==> src/sv/ar2cidr_pkg.sv <==
`timescale 1ns / 1ps
`default_nettype none

package ar2cidr_pkg;

    // Fixed widths of the request and result fields.
    localparam int ADDR_FIELD_W = 32;
    localparam int PREFIX_W     = 6;

    // One request: an inclusive address range.
    typedef struct packed {
        logic [ADDR_FIELD_W-1:0] range_low;
        logic [ADDR_FIELD_W-1:0] range_high;
    } range_req_t;

    // One result: an aligned block of the cover.
    typedef struct packed {
        logic [ADDR_FIELD_W-1:0] block_base;
        logic [PREFIX_W-1:0]     prefix_length;
        logic                    last_block;
    } cidr_rsp_t;

    // Controller states.
    typedef enum logic [1:0] {
        ST_IDLE,
        ST_INIT,
        ST_WALK
    } ctrl_state_t;

    // Commands from the controller to the datapath.
    typedef struct packed {
        logic load;
        logic init;
        logic grow;
        logic shrink;
        logic emit;
    } dp_cmd_t;

    // Status from the datapath to the controller.
    typedef struct packed {
        logic empty;
        logic fit_up;
        logic fit_cur;
        logic last;
        logic out_free;
    } dp_status_t;

endpackage

`default_nettype wire

==> src/sv/address_range_to_cidr_blocks_unit.sv <==
`timescale 1ns / 1ps
`default_nettype none

// Channel   Ports                       Moves
// request   s_valid, s_ready, s_data    one inclusive range (range_low, range_high)
// result    m_valid, m_ready, m_data    one aligned block (base, prefix, last flag)
//
// A request is loaded, then initialised (an empty range, low above high, ends there
// with no block), then each walk step grows the block exponent, shrinks it, or
// emits one block.
// Results leave through one output register; a stalled result holds the walk.
// A new request is taken once the last block of the previous one is registered.
// Reset is synchronous and active low and clears the controller and the walk state.

module address_range_to_cidr_blocks_unit #(
    parameter int ADDR_WIDTH = 32
) (
    input  wire                     aclk,
    input  wire                     aresetn,
    input  wire                     s_valid,
    output logic                    s_ready,
    input  ar2cidr_pkg::range_req_t s_data,
    output logic                    m_valid,
    input  wire                     m_ready,
    output ar2cidr_pkg::cidr_rsp_t  m_data
);

    ar2cidr_pkg::dp_cmd_t    cmd;
    ar2cidr_pkg::dp_status_t status;

    // Controller.
    ar2cidr_ctrl u_ctrl (
        .aclk    (aclk),
        .aresetn (aresetn),
        .s_valid (s_valid),
        .s_ready (s_ready),
        .status  (status),
        .cmd     (cmd)
    );

    // Datapath.
    ar2cidr_dp #(
        .ADDR_WIDTH (ADDR_WIDTH)
    ) u_dp (
        .aclk    (aclk),
        .aresetn (aresetn),
        .s_data  (s_data),
        .cmd     (cmd),
        .status  (status),
        .m_valid (m_valid),
        .m_ready (m_ready),
        .m_data  (m_data)
    );

    // A taken request keeps the unit busy for at least the next cycle.
    assert property (@(posedge aclk) disable iff (!aresetn)
        (s_valid && s_ready) |=> !s_ready)
        else $error("request taken while the unit stayed ready");

    // A block is only emitted into a free output register.
    assert property (@(posedge aclk) disable iff (!aresetn)
        cmd.emit |-> status.out_free)
        else $error("block emitted over an unread result");

    // Fit is monotone in the exponent: a larger fitting block implies the current one fits.
    assert property (@(posedge aclk) disable iff (!aresetn)
        status.fit_up |-> status.fit_cur)
        else $error("larger block fits but current block does not");

endmodule

`default_nettype wire

==> src/sv/ar2cidr_ctrl.sv <==
`timescale 1ns / 1ps
`default_nettype none

module ar2cidr_ctrl (
    input  wire                     aclk,
    input  wire                     aresetn,
    input  wire                     s_valid,
    output logic                    s_ready,
    input  ar2cidr_pkg::dp_status_t status,
    output ar2cidr_pkg::dp_cmd_t    cmd
);

    ar2cidr_pkg::ctrl_state_t state_reg;
    ar2cidr_pkg::ctrl_state_t state_next;

    // State register.
    always_ff @(posedge aclk) begin
        if (!aresetn) begin
            state_reg <= ar2cidr_pkg::ST_IDLE;
        end else begin
            state_reg <= state_next;
        end
    end

    // Next state. The walk grows the block exponent while a larger block still fits,
    // emits when the current one is the largest that fits and the output is free, and shrinks otherwise.
    always_comb begin
        state_next = state_reg;
        unique case (state_reg)
            ar2cidr_pkg::ST_IDLE: begin
                if (s_valid) begin
                    state_next = ar2cidr_pkg::ST_INIT;
                end
            end
            ar2cidr_pkg::ST_INIT: begin
                if (status.empty) begin
                    state_next = ar2cidr_pkg::ST_IDLE;
                end else begin
                    state_next = ar2cidr_pkg::ST_WALK;
                end
            end
            ar2cidr_pkg::ST_WALK: begin
                if (!status.fit_up && status.fit_cur && status.out_free && status.last) begin
                    state_next = ar2cidr_pkg::ST_IDLE;
                end
            end
            default: begin
                state_next = ar2cidr_pkg::ST_IDLE;
            end
        endcase
    end

    // Outputs.
    always_comb begin
        s_ready = 1'b0;
        cmd     = '0;
        unique case (state_reg)
            ar2cidr_pkg::ST_IDLE: begin
                s_ready  = 1'b1;
                cmd.load = s_valid;
            end
            ar2cidr_pkg::ST_INIT: begin
                cmd.init = !status.empty;
            end
            ar2cidr_pkg::ST_WALK: begin
                priority if (status.fit_up) begin
                    cmd.grow = 1'b1;
                end else if (status.fit_cur) begin
                    cmd.emit = status.out_free;
                end else begin
                    cmd.shrink = 1'b1;
                end
            end
            default: begin
                cmd = '0;
            end
        endcase
    end

endmodule

`default_nettype wire

==> src/sv/ar2cidr_dp.sv <==
`timescale 1ns / 1ps
`default_nettype none

module ar2cidr_dp #(
    parameter int ADDR_WIDTH = 32
) (
    input  wire                     aclk,
    input  wire                     aresetn,
    input  ar2cidr_pkg::range_req_t s_data,
    input  ar2cidr_pkg::dp_cmd_t    cmd,
    output ar2cidr_pkg::dp_status_t status,
    output logic                    m_valid,
    input  wire                     m_ready,
    output ar2cidr_pkg::cidr_rsp_t  m_data
);

    localparam int KW = $clog2(ADDR_WIDTH + 1);
    localparam int PW = ar2cidr_pkg::PREFIX_W;
    localparam int BW = ar2cidr_pkg::ADDR_FIELD_W;
    localparam logic [KW-1:0] K_MAX   = KW'(ADDR_WIDTH);
    localparam logic [PW-1:0] PFX_MAX = PW'(ADDR_WIDTH);

    logic [ADDR_WIDTH-1:0] lo_reg, lo_next;
    logic [ADDR_WIDTH:0]   cnt_reg, cnt_next;
    logic [KW-1:0]         k_reg, k_next;
    logic                  m_valid_reg, m_valid_next;
    ar2cidr_pkg::cidr_rsp_t m_data_reg, m_data_next;

    logic [ADDR_WIDTH-1:0] lo_in, hi_in, lo_plus;
    logic [ADDR_WIDTH:0]   diff, mask_cur, mask_up, pow2, cnt_less;
    logic [63:0]           base_wide;

    // Bring the request fields to the address width.
    assign lo_in = ADDR_WIDTH'(s_data.range_low);
    assign hi_in = ADDR_WIDTH'(s_data.range_high);
    assign diff  = {1'b0, hi_in} - {1'b0, lo_in};

    // Masks for the current block exponent k: ones below k, ones below k+1, and 2^k.
    assign mask_cur = ~({(ADDR_WIDTH + 1){1'b1}} << k_reg);
    assign mask_up  = {mask_cur[ADDR_WIDTH-1:0], 1'b1};
    assign pow2     = mask_up & ~mask_cur;

    // Advance past the current block.
    assign lo_plus  = lo_reg + pow2[ADDR_WIDTH-1:0];
    assign cnt_less = cnt_reg - pow2;

    // A block of size 2^k fits when the low address is aligned to it and the
    // remaining count is at least 2^k. During init the count register holds the
    // signed difference, whose top bit marks an empty range.
    always_comb begin
        status.empty    = cnt_reg[ADDR_WIDTH];
        status.fit_cur  = !(|(lo_reg & mask_cur[ADDR_WIDTH-1:0]))
                          && (|(cnt_reg & ~mask_cur));
        status.fit_up   = (k_reg != K_MAX)
                          && !(|(lo_reg & mask_up[ADDR_WIDTH-1:0]))
                          && (|(cnt_reg & ~mask_up));
        status.last     = (cnt_less == '0);
        status.out_free = !m_valid_reg || m_ready;
    end

    // Next values of the walk registers.
    always_comb begin
        lo_next  = lo_reg;
        cnt_next = cnt_reg;
        k_next   = k_reg;
        priority if (cmd.load) begin
            lo_next  = lo_in;
            cnt_next = diff;
        end else if (cmd.init) begin
            cnt_next = cnt_reg + (ADDR_WIDTH + 1)'(1);
            k_next   = K_MAX;
        end else if (cmd.grow) begin
            k_next = k_reg + KW'(1);
        end else if (cmd.shrink) begin
            k_next = k_reg - KW'(1);
        end else if (cmd.emit) begin
            lo_next  = lo_plus;
            cnt_next = cnt_less;
        end
    end

    // Output register: loaded on emit, emptied when the result is taken.
    assign base_wide = 64'(lo_reg);

    always_comb begin
        m_data_next  = m_data_reg;
        m_valid_next = m_valid_reg;
        if (cmd.emit) begin
            m_data_next.block_base    = base_wide[BW-1:0];
            m_data_next.prefix_length = PFX_MAX - PW'(k_reg);
            m_data_next.last_block    = status.last;
            m_valid_next              = 1'b1;
        end else if (m_ready) begin
            m_valid_next = 1'b0;
        end
    end

    always_ff @(posedge aclk) begin
        if (!aresetn) begin
            lo_reg      <= '0;
            cnt_reg     <= '0;
            k_reg       <= '0;
            m_valid_reg <= 1'b0;
        end else begin
            lo_reg      <= lo_next;
            cnt_reg     <= cnt_next;
            k_reg       <= k_next;
            m_valid_reg <= m_valid_next;
        end
    end

    always_ff @(posedge aclk) begin
        m_data_reg <= m_data_next;
    end

    assign m_valid = m_valid_reg;
    assign m_data  = m_data_reg;

endmodule

`default_nettype wire
==> config.mk <==
export PLATFORM = sky130hd
export DESIGN_NAME = address_range_to_cidr_blocks_unit
export DESIGN_NICKNAME = d
export VERILOG_FILES = /design/src/sv/ar2cidr_pkg.sv /design/src/sv/address_range_to_cidr_blocks_unit.sv /design/src/sv/ar2cidr_ctrl.sv /design/src/sv/ar2cidr_dp.sv
export SDC_FILE = /design/constraint.sdc
export NUM_CORES = 1
export LEC_CHECK = 0
export BUFFER_PORTS_ARGS = -buffer_cell sky130_fd_sc_hd__buf_4
export CAP_MARGIN = 20
export CORE_UTILIZATION = 50
export CTS_CLUSTER_DIAMETER = 50
export DETAILED_ROUTE_END_ITERATION = 16
export GPL_ROUTABILITY_DRIVEN = 0
export MAX_ROUTING_LAYER = met4
export PLACE_DENSITY_LB_ADDON = 0.12
export SLEW_MARGIN = 10
export SYNTH_ARGS = -nofsm -noshare
export SYNTH_HDL_FRONTEND = slang
export SYNTH_SLANG_ARGS = --single-unit
==> constraint.sdc <==
create_clock -name aclk -period 6.24 [get_ports aclk]
set_input_delay 1.248 -clock aclk [delete_from_list [all_inputs] [get_ports aclk]]
set_output_delay 1.248 -clock aclk [all_outputs]
set_load 0.01 [all_outputs]
Word level (Yosys, flattened, before mapping)

Cells that the tools add are included.

Add/subtract/negate cells: 7
Eq/ne operators: 10
Shift operators: 1
Muxes and demuxes: 27
Bitwise gates (word level): 9
Reduce and logical (&&, ||, !) cells: 26

Operator list:

| cell                                                  | count |
|---|---|
| 2-to-1 mux 33 bit                                     | 5 |
| 2-to-1 mux 32 bit                                     | 5 |
| AND 33 bit                                            | 3 |
| NOT 33 bit                                            | 3 |
| OR reduction 33 bit                                   | 2 |
| AND 32 bit                                            | 2 |
| OR reduction 32 bit                                   | 2 |
| adder 33 x 1 -> 33 bit, second input constant         | 1 |
| zero test 33 bit                                      | 1 |
| left shift 33 x 6 -> 33 bit, first input constant     | 1 |
| subtractor 32 x 32 -> 33 bit                          | 1 |
| subtractor 33 bit                                     | 1 |
| adder 32 bit                                          | 1 |
| 2-to-1 mux 6 bit                                      | 3 |
| 2-to-1 mux 1 bit                                      | 8 |
| 2-to-1 mux 2 bit                                      | 4 |
| inequality test 2 x 1 -> 1 bit, second input constant | 4 |
| adder 6 x 1 -> 6 bit, second input constant           | 1 |
| logical AND 1 bit                                     | 6 |
| inequality test 3 x 1 -> 1 bit, second input constant | 2 |
| inequality test 6 bit, second input constant          | 1 |
| one-hot mux 2 bit (3 select lines)                    | 1 |
| nonzero test 3 bit                                    | 2 |
| subtractor 6 x 1 -> 6 bit, second input constant      | 1 |
| other kinds (13)                                      | 19 |

Bits in registers: 113
Input port bits: 68
Output and inout port bits: 41
Logic and storage cells: 88

Longest topological paths before layout

Gate-level depths: netlist of the first run.

Depth in word-level cells: 14
Mapped depth: 21
Mapped depth without buffers: 20

Hierarchy

A second synthesis of the first run with hierarchy kept.

Cell total of the unflattened synthesis: 1618
Area total of the unflattened synthesis: 12085.3 um^2

By module, submodules not included:

| module       | instances | cells each | area an instance (um^2) | sequential area each (um^2) |
|---|---|---|---|---|
| ar2cidr_dp   | 1         | 1603       | 11954.0                 | 2612.5 |
| ar2cidr_ctrl | 1         | 15         | 131.4                   | 40.0 |

Worst setup path before layout of the first run

No wires, ideal clock.

Path kind: reg2reg
From: reg u_dp.k_reg[1]
To: reg u_dp.m_data_reg (netlist bit u_dp.m_data[0]) (data pin)
Library setup time: 170 ps
Arrival: 4563 ps
Required time: 6070 ps
Slack: 1508 ps
Cell stages (with the launch flop): 18
Buffers on the path: 2
Clock period less this slack: 4732 ps
Cells stage by stage: dfxtp_1 clkbuf_1 inv_1 ha_1 inv_1 ha_1 clkbuf_1 nand3_1 ha_1 nand3_1 a2111oi_0 a21oi_1 nand3_1 xor2_1 or4_1 or4_1 or4b_1 nor4_2

RTL lines:

| item                   | RTL line          | source |
|---|---|---|
| start, declared        | ar2cidr_dp.sv:25  | `logic [KW-1:0] k_reg, k_next;` |
| start signal, assigned | ar2cidr_dp.sv:107 | `k_reg <= k_next;` |
| end signal, assigned   | ar2cidr_dp.sv:113 | `m_data_reg <= m_data_next;` |
| end, declared          | ar2cidr_dp.sv:27  | `ar2cidr_pkg::cidr_rsp_t m_data_reg, m_data_next;` |

==> results.py, run 1 <==
metrics = {
    "logic_synthesis": {
        "syn_area_per_cell_um2": 7.39,
        "postSynthCellCount": 1686,
        "async_flop_share": 0,
        "syn-num-nets": 1868,
        "syn_area_um2": 12500,
        "yosysSeqAreaShare": 0.213,
        "synth_cell_types": 92,
        "synth_common_cells": "nand2_1 (165), nor2_1 (155), a21oi_1 (149)",
        "yosysTopAreaCell": "dfxtp_1",
        "synth_most_common_cell": "nand2_1",
        "synth_edf_count": 39,
        "synth_flop_cell": "dfxtp_1",
        "synth_top_area_frac": 0.119,
        "synth-seq-cells": 113,
        "synthTopCellsByArea": "dfxtp_1 (12%), ha_1 (11%), edfxtp_1 (9.4%), a21oi_1 (6.0%), nand2_1 (5.0%)",
        "synth-warning-count": 0,
    },
    "timing": {
        "fmax_mhz": 181,
        "tns_ps": 0,
        "setup_viol": 0,
        "rsz0062_at_grt": "false",
        "period_share": 0.887,
        "fin_skew_ps": 12.5,
        "tightest_slew_ps": 1000,
        "final-hold-violation-count": 0,
        "layout_min_cycle_time_ps": 5540,
        "drv_slew": 0,
        "slew_headroom": 0.333,
    },
    "floorplanning": {
        "die_h_um": 160,
        "ios": 109,
        "die_w_um": 160,
        "dieArea_um2": 25500,
        "start_util": 0.511,
        "rows": 57,
        "coreArea_um2": 24400,
    },
    "cts": {
        "cts_hold_buf": 0,
        "cts_root_buf": "clkbuf_16",
        "ctsResizeCount": 0,
        "cts.htree.levels": 4,
        "cts_num_sinks": 113,
        "clk_pin_slew_ps": 60,
        "cts_tree": "yes",
        "postCtsSetupRepairBufs": 0,
        "cts_buffer_depth": 2,
        "clock_latency_ps": 440,
        "cts_buffers": 17,
    },
    "final_layout": {
        "largest_reg_flops": 39,
        "drive_gt1_frac": 0.108,
        "final_cells": 2078,
        "utilization": 0.575,
        "fillers": 2341,
        "area_delta_synth_final_pct": 12.5,
        "final_area_um2": 14000,
        "layout.nets": 1922,
    },
    "grt": {
        "gr-total-overflow": 0,
        "grt_pass1_wl_mm": 71.8,
        "grt_max_degree": 78,
        "track_usage": 0.379,
        "grt_pass1_vias": 12400,
        "antenna_found_initial": 1,
    },
    "min_path": {
        "hold_start": "u_dp.lo_reg[31]$_SDFFE_PN0P_",
        "hold_class": "reg -> reg",
    },
    "drt": {
        "drt_first_pass_iters": 6,
        "drc": 0,
        "avgViaCountPerCell": 6.58,
        "num_vias": 13700,
        "drt-initial-drc-count": 1578,
        "wire_per_inst_um": 22.8,
        "routed_wl_mm": 47.3,
        "ant_nets": 0,
    },
    "worst_setup_path": {
        "critPathMaxFanout": 17,
        "critPathCaptureType": "flip-flop",
        "reg2reg_from": "u_dp.k_reg[1]$_SDFFE_PN0P_",
        "cp.arrival_ps": 5800,
        "critical_path_required_ps": 6500,
        "startpoint_type": "flip-flop",
        "crit_type": "reg -> reg",
        "startpoint": "u_dp.k_reg[1]$_SDFFE_PN0P_",
    },
    "power_and_ir_drop": {
        "power.static_leakage_nw": 6.11,
        "vdd.ir_drop.worst_v": 0.000190,
        "pwr_density_cell_nw_per_um2": 328,
    },
    "place": {
        "dp.cells": 2045,
        "numPortBuffers": 108,
        "hpwlAfterDp_mm": 36.0,
        "place_area_um2": 13400,
    },
    "run_status": {
        "status": "complete, no violations",
    },
    "job": {
        "maxCapViolations": 0,
    },
}
critical path, cell delays in order, from the launching register on:
cell	delay [ps]
dfxtp_1	750
inv_1	240
ha_1	240
inv_1	50
ha_1	540
nand3_1	270
ha_1	450
nand3_1	100
a2111oi_0	550
a21oi_1	90
nand3_1	150
xor2_1	110
or4_1	540
or4_1	520
or4b_1	500
nor4_2	250
layout by cell type, fill, tap and decap left out, types with 17 or more instances in the layout:
| cell | instances |
|---|---|
| a211oi_1 | 55 |
| a21o_1 | 39 |
| a21oi_1 | 149 |
| a311oi_1 | 19 |
| a31oi_1 | 33 |
| and3_1 | 18 |
| buf_4 | 124 |
| clkbuf_16 | 17 |
| dfxtp_1 | 74 |
| edfxtp_1 | 39 |
| ha_1 | 110 |
| inv_1 | 116 |
| nand2_1 | 164 |
| nand2b_1 | 18 |
| nand3_1 | 64 |
| nand4_1 | 24 |
| nor2_1 | 154 |
| nor2b_1 | 20 |
| nor3_1 | 19 |
| o211ai_1 | 19 |
| o21a_1 | 19 |
| o21ai_0 | 109 |
| xnor2_1 | 67 |
| xor2_1 | 47 |
power by group:
part	switching [W]	internal, W
sequential	0.000236	0.000867
combinational	0.00154	0.000935
clock	0.000448	0.000569
cells by family (layout without fill, tap and decap cells):
group	after synthesis	count (layout)	share of synthesized area
xor gates and xnor gates	114	114	0.0802
AOI/OAI and AO/OA	571	571	0.300
DFF	113	113	0.213
muxes	6	6	0.00492
adders and majority gates	116	116	0.119
and+or+nand+nor	559	559	0.216
other	0	1	0
buffers and inverters	207	274	0.0676
path summary, 6_finish.rpt:
path	endpoint	slack (ps)	depth (start not counted)
setup / recovery	u_dp.m_data[0]$_DFFE_PP_	700	15
hold / removal	u_dp.m_data[38]$_DFFE_PP_	550	0
setup reg to reg	u_dp.m_data[0]$_DFFE_PP_	700	15
hold reg to reg	u_dp.m_data[38]$_DFFE_PP_	550	0
routing by layer:
layer  global-route usage  vias up  routed length, um
met3               0.0922      182               5560
met5                    -        -                  0
li1                     -     6297                  -
met1                0.492     6309              19600
met2                0.545      881              19700
met4                0.187        0               2530
through the flow:
step	total power (W)	setup WS [ps]	hold WS, ps
2_1_floorplan	0.00277	1510	456
3_3_place_gp	0.00345	1110	525
3_5_place_dp	0.00346	929	533
4_1_cts	0.00448	883	544
5_1_grt	0.00482	341	555
6_report	0.00459	704	547
area by class of cell:
| cell class | count | area, um^2 | area share |
|---|---|---|---|
| Inverter | 117 | 442 | 0.0315 |
| Timing Repair Buffer | 125 | 951 | 0.0679 |
| Tap cell | 324 | 405 | 0.0289 |
| Sequential cell | 113 | 2650 | 0.189 |
| Clock inverter | 15 | 166 | 0.0119 |
| Clock buffer | 17 | 425 | 0.0304 |
| Antenna cell | 1 | 2.50 | 0.000179 |
| Multi-Input combinational cell | 1366 | 8970 | 0.640 |
No activity file was read; power rests on OpenSTA's default activity.
==> inputs of run 2 (changes only) <==
--- a/config.mk
+++ b/config.mk
@@ -7,12 +7,14 @@
 export LEC_CHECK = 0
 export BUFFER_PORTS_ARGS = -buffer_cell sky130_fd_sc_hd__buf_4
 export CAP_MARGIN = 20
+export CORE_MARGIN = 8
 export CORE_UTILIZATION = 50
 export CTS_CLUSTER_DIAMETER = 50
 export DETAILED_ROUTE_END_ITERATION = 16
 export GPL_ROUTABILITY_DRIVEN = 0
 export MAX_ROUTING_LAYER = met4
 export PLACE_DENSITY_LB_ADDON = 0.12
+export REMOVE_ABC_BUFFERS = 1
 export SLEW_MARGIN = 10
 export SYNTH_ARGS = -nofsm -noshare
 export SYNTH_HDL_FRONTEND = slang
==> run 2 against run 1 <==
Clock skew increased by 1.5 ps. Via count is essentially flat. Die area rose by 18%. Worst setup slack got worse by 160 ps. Routed wire length is 0.45% lower. Maximum frequency down 2.8%. Design area rose by 0.15%. Total power fell by 0.68%.
==> results.py, run 2 (synthesized netlist as in run 1, its figures left out) <==
metrics = {
    "timing": {
        "setup_viol": 0,
        "rsz0062_at_grt": "false",
        "fmax_mhz": 176,
        "period_share": 0.913,
        "fin_skew_ps": 14.0,
        "slew_headroom": 0.279,
        "worst_slack_ps": 542,
        "tns_ps": 0,
        "drv_slew": 0,
        "layout_min_cycle_time_ps": 5700,
        "final-hold-violation-count": 0,
        "tightest_slew_ps": 1080,
    },
    "drt": {
        "ant_nets": 0,
        "routed_wl_mm": 47.1,
        "drt-initial-drc-count": 1943,
        "wire_per_inst_um": 22.6,
        "num_vias": 13700,
        "drt_first_pass_iters": 9,
        "drc": 0,
        "avgViaCountPerCell": 6.57,
    },
    "cts": {
        "clock_latency_ps": 430,
        "ctsResizeCount": 0,
        "cts_root_buf": "clkbuf_16",
        "cts_tree": "yes",
        "cts.htree.levels": 4,
        "cts_hold_buf": 0,
        "clk_pin_slew_ps": 60,
        "postCtsSetupRepairBufs": 0,
        "cts_buffers": 17,
        "cts_buffer_depth": 2,
        "cts_num_sinks": 113,
    },
    "place": {
        "post-place-ws_ps": 810,
        "numPortBuffers": 108,
        "hpwlAfterDp_mm": 36.3,
    },
    "min_path": {
        "hold_depth": 0,
        "worst_hold_path.endpoint": "u_dp.m_data[28]$_DFFE_PP_",
        "hold_class": "reg -> reg",
        "hold_start": "u_dp.lo_reg[21]$_SDFFE_PN0P_",
    },
    "grt": {
        "antenna_found_initial": 0,
        "gr-usage-met3": 0.0730,
        "track_usage": 0.308,
        "use_met1": 0.392,
        "grt_max_degree": 79,
        "grt.busiest_layer": "met2",
        "grt_pass1_wl_mm": 72.8,
        "grt_pass1_vias": 12900,
        "gr-total-overflow": 0,
        "met2_usage": 0.454,
    },
    "job": {
        "maxCapViolations": 0,
    },
    "worst_setup_path": {
        "critPathMaxFanout": 17,
        "reg2reg_slack_ps": 540,
        "critical_path_required_ps": 6490,
        "critPathCaptureType": "flip-flop",
        "crit_type": "reg -> reg",
        "reg2reg_to": "u_dp.m_data[0]$_DFFE_PP_",
        "rr_worst_depth": 15,
        "startpoint_type": "flip-flop",
        "crit_chain": "inv_1 -> ha_1 -> nor2b_1 -> o21ai_0 -> nand3_1 -> ha_1 -> nand4_1 -> a2111oi_0 -> a21oi_1 -> nand3_1 -> xor2_1 -> or4_1 -> or4_1 -> or4b_1 -> nor4_2",
        "reg2reg_from": "u_dp.k_reg[1]$_SDFFE_PN0P_",
        "max_stage_delay_ps": 730,
        "cp.arrival_ps": 5950,
        "worst_path_max_delay_cell": "dfxtp_1",
    },
    "run_status": {
        "status": "complete, no violations",
    },
    "floorplanning": {
        "coreArea_um2": 24400,
        "rows": 57,
        "die_w_um": 174,
        "ios": 109,
        "start_util": 0.511,
        "die_h_um": 174,
        "dieArea_um2": 30200,
    },
    "final_layout": {
        "area_delta_synth_final_pct": 12.7,
        "layout.nets": 1926,
        "fillers": 2411,
        "largest_reg_flops": 39,
        "drive_gt1_frac": 0.109,
        "layout_common_cells": "nand2_1 (164), nor2_1 (154), a21oi_1 (149)",
        "final_common_cell": "nand2_1",
    },
    "power_and_ir_drop": {
        "power.static_leakage_nw": 6.13,
        "pwr_density_cell_nw_per_um2": 325,
        "vdd.ir_drop.worst_v": 0.000191,
    },
}
==> run 2: changes by cell type in the layout (fill, tap and decap cells not counted) <==
cell / delta
clkinv_1: +1
bufinv_16: +1
buf_4: +4
clkinv_8: -1
inv_8: -4
clkinvlp_4: -1
clkinv_4: +3
inv_6: -1
clkinv_2: +1
clkbuf_1: +1
==> run 2: power breakdown <==
| part | internal [W] | leakage (nW) | switching (W) | total, W |
|---|---|---|---|---|
| registers | 0.000867 | 0.967 | 0.000219 | 0.00109 |
| logic | 0.000940 | 4.88 | 0.00153 | 0.00247 |
| clock network | 0.000593 | 0.280 | 0.000410 | 0.00100 |
| total | 0.00240 | 6.13 | 0.00216 | 0.00456 |
==> run 2: area by class of cell <==
cell class | count | area, um^2 | area share
multi-input cells | 1366 | 8970 | 0.639
flip-flops and latches | 113 | 2650 | 0.189
repair buffers | 129 | 981 | 0.0699
inverters | 117 | 442 | 0.0315
clock buffers | 18 | 429 | 0.0306
well taps | 324 | 405 | 0.0289
clock inverters | 14 | 154 | 0.0110
diodes | 1 | 2.50 | 0.000178
==> run 2: worst max-delay path, delay by kind of cell (launching register included) <==
| kind | cells | cell delay (ps) |
|---|---|---|
| xor gates and xnor gates | 1 | 120 |
| buffers and inverters | 1 | 240 |
| adders and majority gates | 2 | 910 |
| DFF | 1 | 730 |
| AOI/OAI and AO/OA | 3 | 930 |
| and+or+nand+nor | 8 | 2580 |
==> run 2: through the flow <==
| stage | power [W] | instance area (um^2) | utilization | instances | hold slack, ps |
|---|---|---|---|---|---|
| after global routing | 0.00480 | 14000 | 0.575 | 2081 | 556 |
| after floorplan | 0.00272 | 12100 | - | 1596 | 456 |
| after CTS | 0.00447 | 14000 | 0.575 | 2081 | 545 |
| after global placement | 0.00345 | 13400 | 0.551 | 2049 | 532 |
| final | 0.00456 | 14000 | 0.575 | 2082 | 548 |
| after detailed placement | 0.00346 | 13400 | 0.551 | 2049 | 535 |
==> run 2: how the worst max path moves through the flow <==
stage | slack [ps] | end | startpoint
2_1_floorplan | 1470 | u_dp.m_data[0]$_DFFE_PP_ | u_dp.k_reg[3]$_SDFFE_PN0P_
3_3_place_gp | 1100 | u_dp.m_data[0]$_DFFE_PP_ | u_dp.k_reg[1]$_SDFFE_PN0P_
6_report | 540 | u_dp.m_data[0]$_DFFE_PP_ | u_dp.k_reg[1]$_SDFFE_PN0P_
4_1_cts | 820 | u_dp.m_data[0]$_DFFE_PP_ | u_dp.k_reg[1]$_SDFFE_PN0P_
5_1_grt | 450 | u_dp.m_data[0]$_DFFE_PP_ | u_dp.k_reg[1]$_SDFFE_PN0P_
3_5_place_dp | 810 | u_dp.m_data[0]$_DFFE_PP_ | u_dp.k_reg[1]$_SDFFE_PN0P_
==> run 2: metal layers <==
layer,wire length [um],vias to the layer above,part of all wire
li1,-,6306,-
met1,19500,6378,0.41
met2,20400,825,0.43
met3,5010,164,0.11
met4,2190,0,0.047
met5,0,-,0
